### config.mk
export PLATFORM = sky130hd
export DESIGN_NAME = sgco_ram
export DESIGN_NICKNAME = d
export VERILOG_FILES = /design/src/rtl/core/sgco_ram.sv
export SDC_FILE = /design/constraint.sdc
export NUM_CORES = 1
export LEC_CHECK = 0
export ABC_AREA = 1
export BUFFER_PORTS_ARGS = -buffer_cell sky130_fd_sc_hd__buf_2
export CORE_MARGIN = 2
export CORE_UTILIZATION = 55
export CTS_BUF_LIST = sky130_fd_sc_hd__clkbuf_16
export CTS_CLUSTER_DIAMETER = 100
export CTS_CLUSTER_SIZE = 40
export DETAILED_ROUTE_END_ITERATION = 12
export PLACE_DENSITY_LB_ADDON = 0.05
export REMOVE_ABC_BUFFERS = 1
export SLEW_MARGIN = 20
export SYNTH_ARGS = -nofsm -noshare
export SYNTH_HDL_FRONTEND = slang
export SYNTH_SLANG_ARGS = --single-unit
### constraint.sdc
create_clock -name clk_i -period 4.6 [get_ports clk_i]
set_input_delay 0.23 -clock clk_i [delete_from_list [all_inputs] [get_ports clk_i]]
set_output_delay 0.23 -clock clk_i [all_outputs]
set_load 0.01 [all_outputs]
### src/rtl/core/sgco_ram.sv
// Generic single-port synchronous RAM with registered read.
// No dependencies; holds the class store of the overlay block.
module sgco_ram #(
  parameter int unsigned Width = 2,
  parameter int unsigned Depth = 256
) (
  input  logic                     clk_i,
  input  logic                     en_i,
  input  logic                     we_i,
  input  logic [$clog2(Depth)-1:0] addr_i,
  input  logic [Width-1:0]         wdata_i,
  output logic [Width-1:0]         rdata_o
);

  logic [Width-1:0] mem_q [Depth];
  logic [Width-1:0] rdata_q;

  always_ff @(posedge clk_i) begin
    if (en_i) begin
      if (we_i) begin
        mem_q[addr_i] <= wdata_i;
      end else begin
        rdata_q <= mem_q[addr_i];
      end
    end
  end

  assign rdata_o = rdata_q;

endmodule

# Yosys cells after proc, flatten, opt, wreduce, memory -nomap -nowiden

Memories as Yosys holds them, arrays and structs flattened. A register that Yosys moved wholly into a read port is not among the register bits.
Index checks and enable logic that the tools add are counted.

Register bits after elaboration: 0
Bits in writable memories: 512
Output and inout bits: 2
Word-level logic and storage cells: 6
Memories kept: 1

Mux-type cells: 3
Bitwise logic cells: 1
Reductions and logical operators: 1

Memories:

| name  | depth | width | read ports | clocked after memory_dff | write ports | RTL line | text |
|---|---|---|---|---|---|---|---|
| mem_q | 256   | 2     | 1          | 1                        | 1           | 15       | `logic [Width-1:0] mem_q [Depth];` |

Operator list:

| kind             | number |
|---|---|
| $mux 1           | 3 |
| $reduce_and 2->1 | 1 |
| $not 1->1        | 1 |

# Depth between registers and ports, before layout

Gate-level depths: netlist of the first run.

Depth after elaboration: 3
Gate-level depth with buffers: 15
Gate-level depth less buffers: 13

# Worst setup path after synthesis of the first run

OpenSTA, ideal clock, no wires.

Kind: in2reg
From: in addr_i[1]
To: mem mem_q[221][0], enable pin
Library setup time: 0.309 ns
Data arrival time: 1.433 ns
Required time: 4.291 ns
Setup slack: 2.858 ns
Cell stages on the path: 7
Cells stage by stage: buf_4 buf_4 buf_2 nor3_2 nand2_1 buf_2 nor2_1

RTL lines:

| item        | RTL line | text |
|---|---|---|
| from (decl) | 10       | `input logic [$clog2(Depth)-1:0] addr_i,` |
| to (decl)   | 15       |  |

No word-level cell before the write port.

# Worst setup path in the final report of the first run

From: in addr_i[1]
To: mem mem_q[18][1], enable pin

No word-level cell before the write port.

==> metrics.cfg, run 1 <==
[setup_path]
cp.arrival_ps=2720
crit_cells=7
worst_path_dominant_cell_family=buffers and inverters
path_buf_inv=4
critical_path.cell_chain=buf_4, inv_4, nor2_4, buf_4, nand3_1, buf_4, nor2_1
cpMaxStageDelayCell=nand3_1
timing.critical_path.from=addr_i[1]
crit_fanout=65
cp_common_cell=buf_4
endpoint=mem_q[18][1]$_DFFE_PP_
crit_type=in2reg
critPathLaunchType=input port
cp.required_ps=4870
max_stage_delay_ps=500
r2r-start=mem_q[73][0]$_DFFE_PP_
rrSetupSlack_ps=2850
end_kind=register
reg2regPathDepth=12
reg2reg_to=rdata_o[0]$_DFFE_PP_

[floorplanning]
core_um2=39800
num_io_pins=15
row_count=73
start_util=0.559
fp.dieH_um=205
die_w_um=205
dieArea_um2=42100

[clock_tree]
clock_latency_ps=570
hold_buffers=0
cts_buffer_depth=3
cts.htree.levels=1
clkSlewWorstSetupHoldPaths_ps=130
cts_sinks=514
cts_tree=built
post_cts_buffers=0
cts_buffers=17
clockRootBuffer=clkbuf_16
cts_resized=0

[hold_path]
hold_path_depth=2
hp-class=in2reg

[yosys]
avgSynthCellArea_um2=10.1
synth.top_cell.area_share=0.693
netlist_area_um2=22300
syn_inst=2213
synth_top_cell_by_area=edfxtp_1
seq_area_frac_synth=0.693
ys_ff_latch=514
ys_warn_count=0
synthDistinctLibCells=17
synth_area_leaders=edfxtp_1 69%, nand2_1 18%, nor2_1 4.8%, nand3_1 3.2%, buf_2 1.2%

[placed_design]
dp_slack_ps=1550
gp_congestion=0.807
hpwl_um=31600
port_buffers=14

[cells_and_area]
layout_commonest_cell=nand2_1
num-fill-cells=3444
final_cell_mix=1,047 x nand2_1, 514 x edfxtp_1, 282 x nor2_1
area_growth_pct=4.12
drive_above_1_share=0.0372
nets=2156
diodes=0

[power]
power_per_cell_area_nw_per_um2=337
p_leak_nw=8.67
ir_drop_uv=326
p_total_mw=7.83

[route]
routed_wl_um=55700
route.vias.total=15148
ant_nets=0
drtIter0Drc=1538
route.detailed.drc=0
drtPass1Iterations=5
post_drt_wl_per_cell_um=20.8
viasPerCell=5.67

[timing]
drv_slew=0
fmax_mhz=409
fin_skew_ps=15.4
slew_headroom=0.226
setup_viol=0
fin_crit_ps=2450
tightest_slew_ps=1160
final.period_utilization=0.532
fin_ws_ps=2150
tns_ps=0
rsz0062_at_grt=no
hold_violations=0

[global_routing]
gr-total-overflow=0
grt_pass1_wl_um=85600
grtUsageTotal=0.271
grt_max_degree=213
antenna_found_initial=0
grt_pass1_vias=14785

[status]
status=completed

[run]
max_cap_violations=0

Yosys cell counts:
cell type,instances
buf_6,5
o21ai_1,32
inv_2,3
edfxtp_1,514
nor2_2,3
clkinv_1,1
nand3_1,144
buf_1,4
nand4_1,36
nand2_1,1048
buf_2,55
clkbuf_1,67
inv_1,10
nor3_2,2
nor2_1,282
inv_4,1
buf_4,6
routing by layer:
layer,track usage,vias up,share of wire
met1,0.388,7377,0.43
met2,0.448,537,0.47
met4,0.0737,0,0.027
met3,0.0279,76,0.074
li1,-,7158,-
met5,0,-,0
where the power goes:
part           internal, mW  switching [mW]  total (mW)
clock                 0.764            1.36        2.13
combinational         0.120           0.424       0.545
sequential             5.15         0.00261        5.16
total                  6.04            1.79        7.83
cells by family after synthesis:
kind of cell / share of synthesized area
AND/OR/NAND/NOR: 0.268
flip-flops: 0.693
buffers and inverters: 0.0315
AO/OA/AOI/OAI: 0.00719
sequential cells by signal, indices dropped and copies added (netlist names):
signal and count:
mem_q 512, rdata_o 2
layout make-up:
type / instances / area [um^2] / area share
flip-flops and latches: 514 / 15400 / 0.666
multi-input cells: 1547 / 6150 / 0.265
well taps: 525 / 657 / 0.0283
clock buffers: 17 / 425 / 0.0183
repair buffers: 48 / 374 / 0.0161
clock inverters: 7 / 82.6 / 0.00356
inverters: 15 / 63.8 / 0.00275
metrics by stage:
step | util | cells | hold WS [ps] | area, um^2
finish | 0.582 | 2673 | 66.3 | 23200
detailed placement | 0.570 | 2649 | 635 | 22700
global placement | 0.570 | 2649 | 635 | 22700
floorplan | - | 2076 | 329 | 21600
CTS | 0.582 | 2673 | 40.9 | 23200
global route | 0.582 | 2673 | 41.9 | 23200
how the worst min path moves through the flow:
stage               start                    end  slack (ps)
6_report             we_i   rdata_o[0]$_DFFE_PP_          70
5_1_grt              we_i   rdata_o[0]$_DFFE_PP_          40
4_1_cts              we_i   rdata_o[1]$_DFFE_PP_          40
3_3_place_gp         we_i   rdata_o[1]$_DFFE_PP_         630
3_5_place_dp         we_i   rdata_o[1]$_DFFE_PP_         630
2_1_floorplan  wdata_i[0]  mem_q[0][0]$_DFFE_PP_         330
worst register-to-register path, cell delays in order (launching register included):
cell and delay [ps]:
edfxtp_1 390, nand2_1 70, nand2_1 70, nand2_1 50, nand3_1 100, nand2_1 80
nand2_1 100, o21ai_1 120, nand2_1 170, nor2_1 150, nor2_1 50, nor2_1 120
nand2_1 60
Power figures use the tool's default switching activity.
==> run 2, diff against run 1 <==
--- a/config.mk
+++ b/config.mk
@@ -5,7 +5,7 @@
 export SDC_FILE = /design/constraint.sdc
 export NUM_CORES = 1
 export LEC_CHECK = 0
-export ABC_AREA = 1
+export ABC_AREA = 0
 export BUFFER_PORTS_ARGS = -buffer_cell sky130_fd_sc_hd__buf_2
 export CORE_MARGIN = 2
 export CORE_UTILIZATION = 55
==> constraint.sdc (replaced) <==
create_clock -name clk_i -period 2.3 [get_ports clk_i]
set_input_delay 0.115 -clock clk_i [delete_from_list [all_inputs] [get_ports clk_i]]
set_output_delay 0.115 -clock clk_i [all_outputs]
set_load 0.01 [all_outputs]
==> run 2 against run 1 <==
Against the previous run: worst setup slack got worse by 2100 ps; register-to-register slack worse by 2800 ps; die area is 7.0% lower; clock power grew 83%; sequential share of layout area up 1.4 points; first-iteration DRC count down 24%; cell count shrank 37%; synthesized cell count fell by 48%; highest routed layer unchanged; largest cell class unchanged; wire length decreased by 17%; global-route usage is 2.8 points lower; total power grew 94%.
==> metrics.cfg, run 2 <==
[global_routing]
grt_max_degree=93
grtUsageTotal=0.244
antenna_found_initial=0
grt_pass1_wl_um=68600
grt_use_met2=0.411
grt_pass1_vias=10856
gr-usage-met3=0.0218
grtUsageMet1=0.349
gr-total-overflow=0
busiest_layer=met2

[clock_tree]
cts_sinks=514
clkSlewWorstSetupHoldPaths_ps=140
clock_latency_ps=550
cts_tree=built
clockRootBuffer=clkbuf_16
cts_buffer_depth=3
cts.htree.levels=1
cts_buffers=16

[yosys]
yosysMostFrequentCell=edfxtp_1
synth-edff-count=514
ys_ff_latch=514
synth_area_leaders=edfxtp_1 75%, mux4_2 14%, nor2_1 4.7%, a22oi_1 2.9%, clkbuf_1 1.2%
ys_warn_count=0
synthDistinctLibCells=20
ys_async_sr_fraction=0
synth_top_cell_by_area=edfxtp_1
netlist_area_um2=20700
avgSynthCellArea_um2=17.9
synth.top_cell.area_share=0.746
syn_inst=1155
seq_area_frac_synth=0.746
synth_commonest_cells=514 x edfxtp_1, 259 x nor2_1, 128 x mux4_2, 80 x a22oi_1, 64 x clkbuf_1
synthFlopType=edfxtp_1

[timing]
fin_skew_ps=17.4
slew_headroom=0.564
fin_ws_ps=23.8
fmax_mhz=439
final.period_utilization=0.990
tns_ps=0
fin_crit_ps=2280
hold_violations=0
rsz0062_at_grt=yes
drv_slew=0
tightest_slew_ps=654
setup_viol=0

[cells_and_area]
drive_above_1_share=0.249
final_cell_mix=514 x edfxtp_1, 258 x nor2_1, 128 x mux4_2
area_growth_pct=9.77
nets=1229
regMostFlops=mem_q
diodes=0
layout_commonest_cell=edfxtp_1
largest_reg_flops=512
instances_no_fill=1691

[placed_design]
gp_congestion=0.785
dp_slack_ps=-417
hpwl_um=28900
dpl.cell_count=1671
port_buffers=14

[setup_path]
cp.arrival_ps=2590
cp_common_cell=a22oi_2
end_kind=register
critPathLaunchType=register
max_stage_delay_ps=510
reg2reg_to=rdata_o[1]$_DFFE_PP_
crit_fanout=1
crit_type=reg2reg
reg2regPathDepth=6
r2r-start=mem_q[251][1]$_DFFE_PP_
rrSetupSlack_ps=20
cpMaxStageDelayCell=or4_1
critical_path.cell_chain=mux4_2, a22oi_2, nand2_1, a22oi_2, a21oi_2, or4_1
cp.required_ps=2610

[status]
status=completed

[route]
drtIter0Drc=1174
route.vias.total=10683
route.detailed.drc=0
routed_wl_um=46000
post_drt_wl_per_cell_um=27.2
drtPass1Iterations=5
ant_nets=0
viasPerCell=6.32

[hold_path]
hp-class=in2reg
worstHoldEndpoint=mem_q[55][1]$_DFFE_PP_
hp-start=wdata_i[1]
hold_path_depth=1

[run]
max_cap_violations=0

[power]
ir_drop_uv=670
power_per_cell_area_nw_per_um2=670
p_leak_nw=6.83

[floorplanning]
row_count=71
num_io_pins=15
core_um2=37300
dieArea_um2=39200
start_util=0.554
fp.dieH_um=198
die_w_um=198

run 2: repair_timing:
item / in CTS / in global routing
gates resized for setup: 15 / 14
pin swaps: 9 / 16
endpoints found under the setup margin: 2 / 2
buffers inserted: 0 / 0
hold endpoints to repair: 46 / 0
hold buffers: 2 / 0
run 2: how the worst max path moves through the flow:
stage / from / to / cells after the start / slack [ps]
detailed placement: addr_i[0] / rdata_o[0]$_DFFE_PP_ / 9 / -420
global route: mem_q[243][0]$_DFFE_PP_ / rdata_o[0]$_DFFE_PP_ / 6 / -30
CTS: mem_q[171][1]$_DFFE_PP_ / rdata_o[1]$_DFFE_PP_ / 6 / -2
finish: mem_q[251][1]$_DFFE_PP_ / rdata_o[1]$_DFFE_PP_ / 6 / 20
floorplan: addr_i[2] / mem_q[164][0]$_DFFE_PP_ / 3 / -220
global placement: addr_i[0] / rdata_o[0]$_DFFE_PP_ / 9 / -430
run 2: kinds of logic (layout without fill, tap and decap cells):
| group | after synthesis | count (layout) | synth area share |
|---|---|---|---|
| DFF | 514 | 514 | 0.746 |
| AOI/OAI and AO/OA | 88 | 88 | 0.0312 |
| and+or+nand+nor | 342 | 342 | 0.0647 |
| muxes | 128 | 128 | 0.139 |
| buffers and inverters | 83 | 145 | 0.0183 |
run 2: report_power, final:
group / switching [mW] / total [mW] / internal [mW]
registers: 0.00555 / 10.3 / 10.3
logic: 0.595 / 1.02 / 0.430
clock network: 2.53 / 3.89 / 1.36
total: 3.13 / 15.2 / 12.1
run 2: through the flow:
stage               instance area (um^2)  power, mW  utilization  hold slack [ps]
finish                             22700       15.2        0.608             28.7
global route                       22700       15.7        0.608             26.9
CTS                                22600       15.3        0.607             21.8
detailed placement                 22100       11.5        0.593              528
global placement                   22100       11.5        0.593              533
floorplan                          20300       10.9            -              214
run 2: worst max-delay path: cells and delay by family (launching register included):
kind	cells	cell delay, ps
simple gates	2	600
mux	1	490
flops	1	400
compound gates	3	550
run 2: layout make-up:
class / count / area [um^2]
Clock buffer: 17 / 425
Clock inverter: 2 / 11.3
Fill cell: 2726 / 14600
Multi-Input combinational cell: 558 / 5030
Sequential cell: 514 / 15400
Tap cell: 474 / 593
Timing Repair Buffer: 126 / 1210
run 2: layer usage:
| layer | up-vias | wire [um] |
|---|---|---|
| li1 | 4632 | - |
| met1 | 5633 | 18900 |
| met2 | 355 | 23300 |
| met3 | 63 | 2520 |
| met4 | 0 | 1240 |
| met5 | - | 0 |
==> run 3, diff against run 2 <==
--- a/config.mk
+++ b/config.mk
@@ -5,7 +5,7 @@
 export SDC_FILE = /design/constraint.sdc
 export NUM_CORES = 1
 export LEC_CHECK = 0
-export ABC_AREA = 0
+export ABC_AREA = 1
 export BUFFER_PORTS_ARGS = -buffer_cell sky130_fd_sc_hd__buf_2
 export CORE_MARGIN = 2
 export CORE_UTILIZATION = 55
@@ -14,7 +14,6 @@
 export CTS_CLUSTER_SIZE = 40
 export DETAILED_ROUTE_END_ITERATION = 12
 export PLACE_DENSITY_LB_ADDON = 0.05
-export REMOVE_ABC_BUFFERS = 1
 export SLEW_MARGIN = 20
 export SYNTH_ARGS = -nofsm -noshare
 export SYNTH_HDL_FRONTEND = slang
==> run 3 against run 2 <==
Against the previous run: clock skew is 19 ps higher; critical path type unchanged; combinational power is 16% higher; critical path depth is 6 higher; non-clock buffer count is 21 lower; maximum frequency is 27% higher; total power is 3.2% higher; largest power group unchanged.
==> metrics.cfg, run 3 (synthesis gave the netlist of run 1 again) <==
[cells_and_area]
drive_above_1_share=0.0608
num-fill-cells=3416
nets=2213
final_cell_mix=1,048 x nand2_1, 514 x edfxtp_1, 282 x nor2_1
regMostFlops=mem_q
diodes=0
layout_commonest_cell=nand2_1
largest_reg_flops=512
instances_no_fill=2728
area_growth_pct=7.07

[timing]
fin_skew_ps=36.8
hold_violations=0
final.period_utilization=0.780
hold_slack_ps=30.6
setup_viol=0
slew_headroom=0.446
rsz0062_at_grt=no
tns_ps=0
fin_crit_ps=1790
fmax_mhz=557
tightest_slew_ps=828
drv_slew=0
fin_ws_ps=505

[placed_design]
dp_slack_ps=114
dpl.cell_count=2704
gp_congestion=0.861
port_buffers=14
hpwl_um=34400

[setup_path]
crit_fanout=1
reg2regPathDepth=12
crit_type=reg2reg
rrSetupSlack_ps=510
cp.required_ps=2650
critPathLaunchType=register
end_kind=register
cp.arrival_ps=2140
reg2reg_to=rdata_o[0]$_DFFE_PP_
r2r-start=mem_q[125][0]$_DFFE_PP_

[floorplanning]
dieArea_um2=42100
fp.dieH_um=205
row_count=73
start_util=0.559
die_w_um=205
num_io_pins=15
core_um2=39800

[power]
power_per_cell_area_nw_per_um2=659
ir_drop_uv=609
p_total_mw=15.7
p_leak_nw=8.98

[clock_tree]
hold_buffers=2
cts_buffer_depth=3
cts_buffers=17
cts_tree=built
cts_sinks=514
post_cts_buffers=0
clockRootBuffer=clkbuf_16
cts_resized=0
clkSlewWorstSetupHoldPaths_ps=140
cts.htree.levels=1
clock_latency_ps=570

[run]
max_cap_violations=0

[route]
routed_wl_um=55600
viasPerCell=5.61
route.vias.total=15303
ant_nets=0
route.detailed.drc=0
drtIter0Drc=1443
drtPass1Iterations=7
post_drt_wl_per_cell_um=20.4

[hold_path]
worstHoldEndpoint=rdata_o[1]$_DFFE_PP_
hp-class=in2reg
hp-start=en_i
hold_path_depth=3

[global_routing]
grtUsageTotal=0.271
grt_use_met2=0.459
busiest_layer=met2
gr-usage-met3=0.0255
gr-total-overflow=0
grt_pass1_wl_um=85600
grt_max_degree=89
grtUsageMet1=0.379
grt_pass1_vias=14794
antenna_found_initial=0

[status]
status=completed

[yosys]
syn_nets=2226

run 3: per-stage QoR:
stage | instance area, um^2 | utilization
floorplan | 22300 | -
global placement | 23300 | 0.586
detailed placement | 23300 | 0.586
CTS | 23800 | 0.599
global route | 23800 | 0.599
finish | 23800 | 0.599
run 3: layout make-up:
type,count,area [um^2],area share
well taps,525,657,0.0275
clock buffers,17,425,0.0178
multi-input cells,1547,6150,0.258
flip-flops and latches,514,15400,0.647
clock inverters,5,83.8,0.00352
inverters,15,63.8,0.00268
repair buffers,105,1030,0.0433
run 3: worst max path at each step:
stage | from | to | slack [ps] | depth (start not counted)
final | mem_q[125][0]$_DFFE_PP_ | rdata_o[0]$_DFFE_PP_ | 510 | 12
after global routing | mem_q[185][1]$_DFFE_PP_ | rdata_o[1]$_DFFE_PP_ | 360 | 12
after CTS | mem_q[125][0]$_DFFE_PP_ | rdata_o[0]$_DFFE_PP_ | 540 | 12
after detailed placement | addr_i[0] | rdata_o[0]$_DFFE_PP_ | 110 | 14
after global placement | addr_i[0] | rdata_o[0]$_DFFE_PP_ | 120 | 14
after floorplan | addr_i[1] | mem_q[221][0]$_DFFE_PP_ | 670 | 7
run 3: critical path: stages (launching register included):
cell and delay (ps):
edfxtp_1 400, nand2_1 80, nand2_1 60, nand2_1 50
nand3_1 60, nand2_1 80, nand2_1 100, o21ai_1 350
nand2_1 100, nor2_1 90, nor2_1 50, nor2_1 100
nand2_1 60
run 3: power breakdown:
part | total [mW] | switching, mW | leakage (nW) | internal (mW)
Clock | 4.22 | 2.70 | 0.239 | 1.52
Sequential | 10.3 | 0.00643 | 4.62 | 10.3
Combinational | 1.18 | 0.865 | 4.12 | 0.319
Total | 15.7 | 3.58 | 8.98 | 12.1
run 3: layer usage:
layer	up-vias	routed length, um
li1	7261	-
met1	7463	23800
met2	497	26700
met3	82	3560
met4	0	1530
met5	-	0
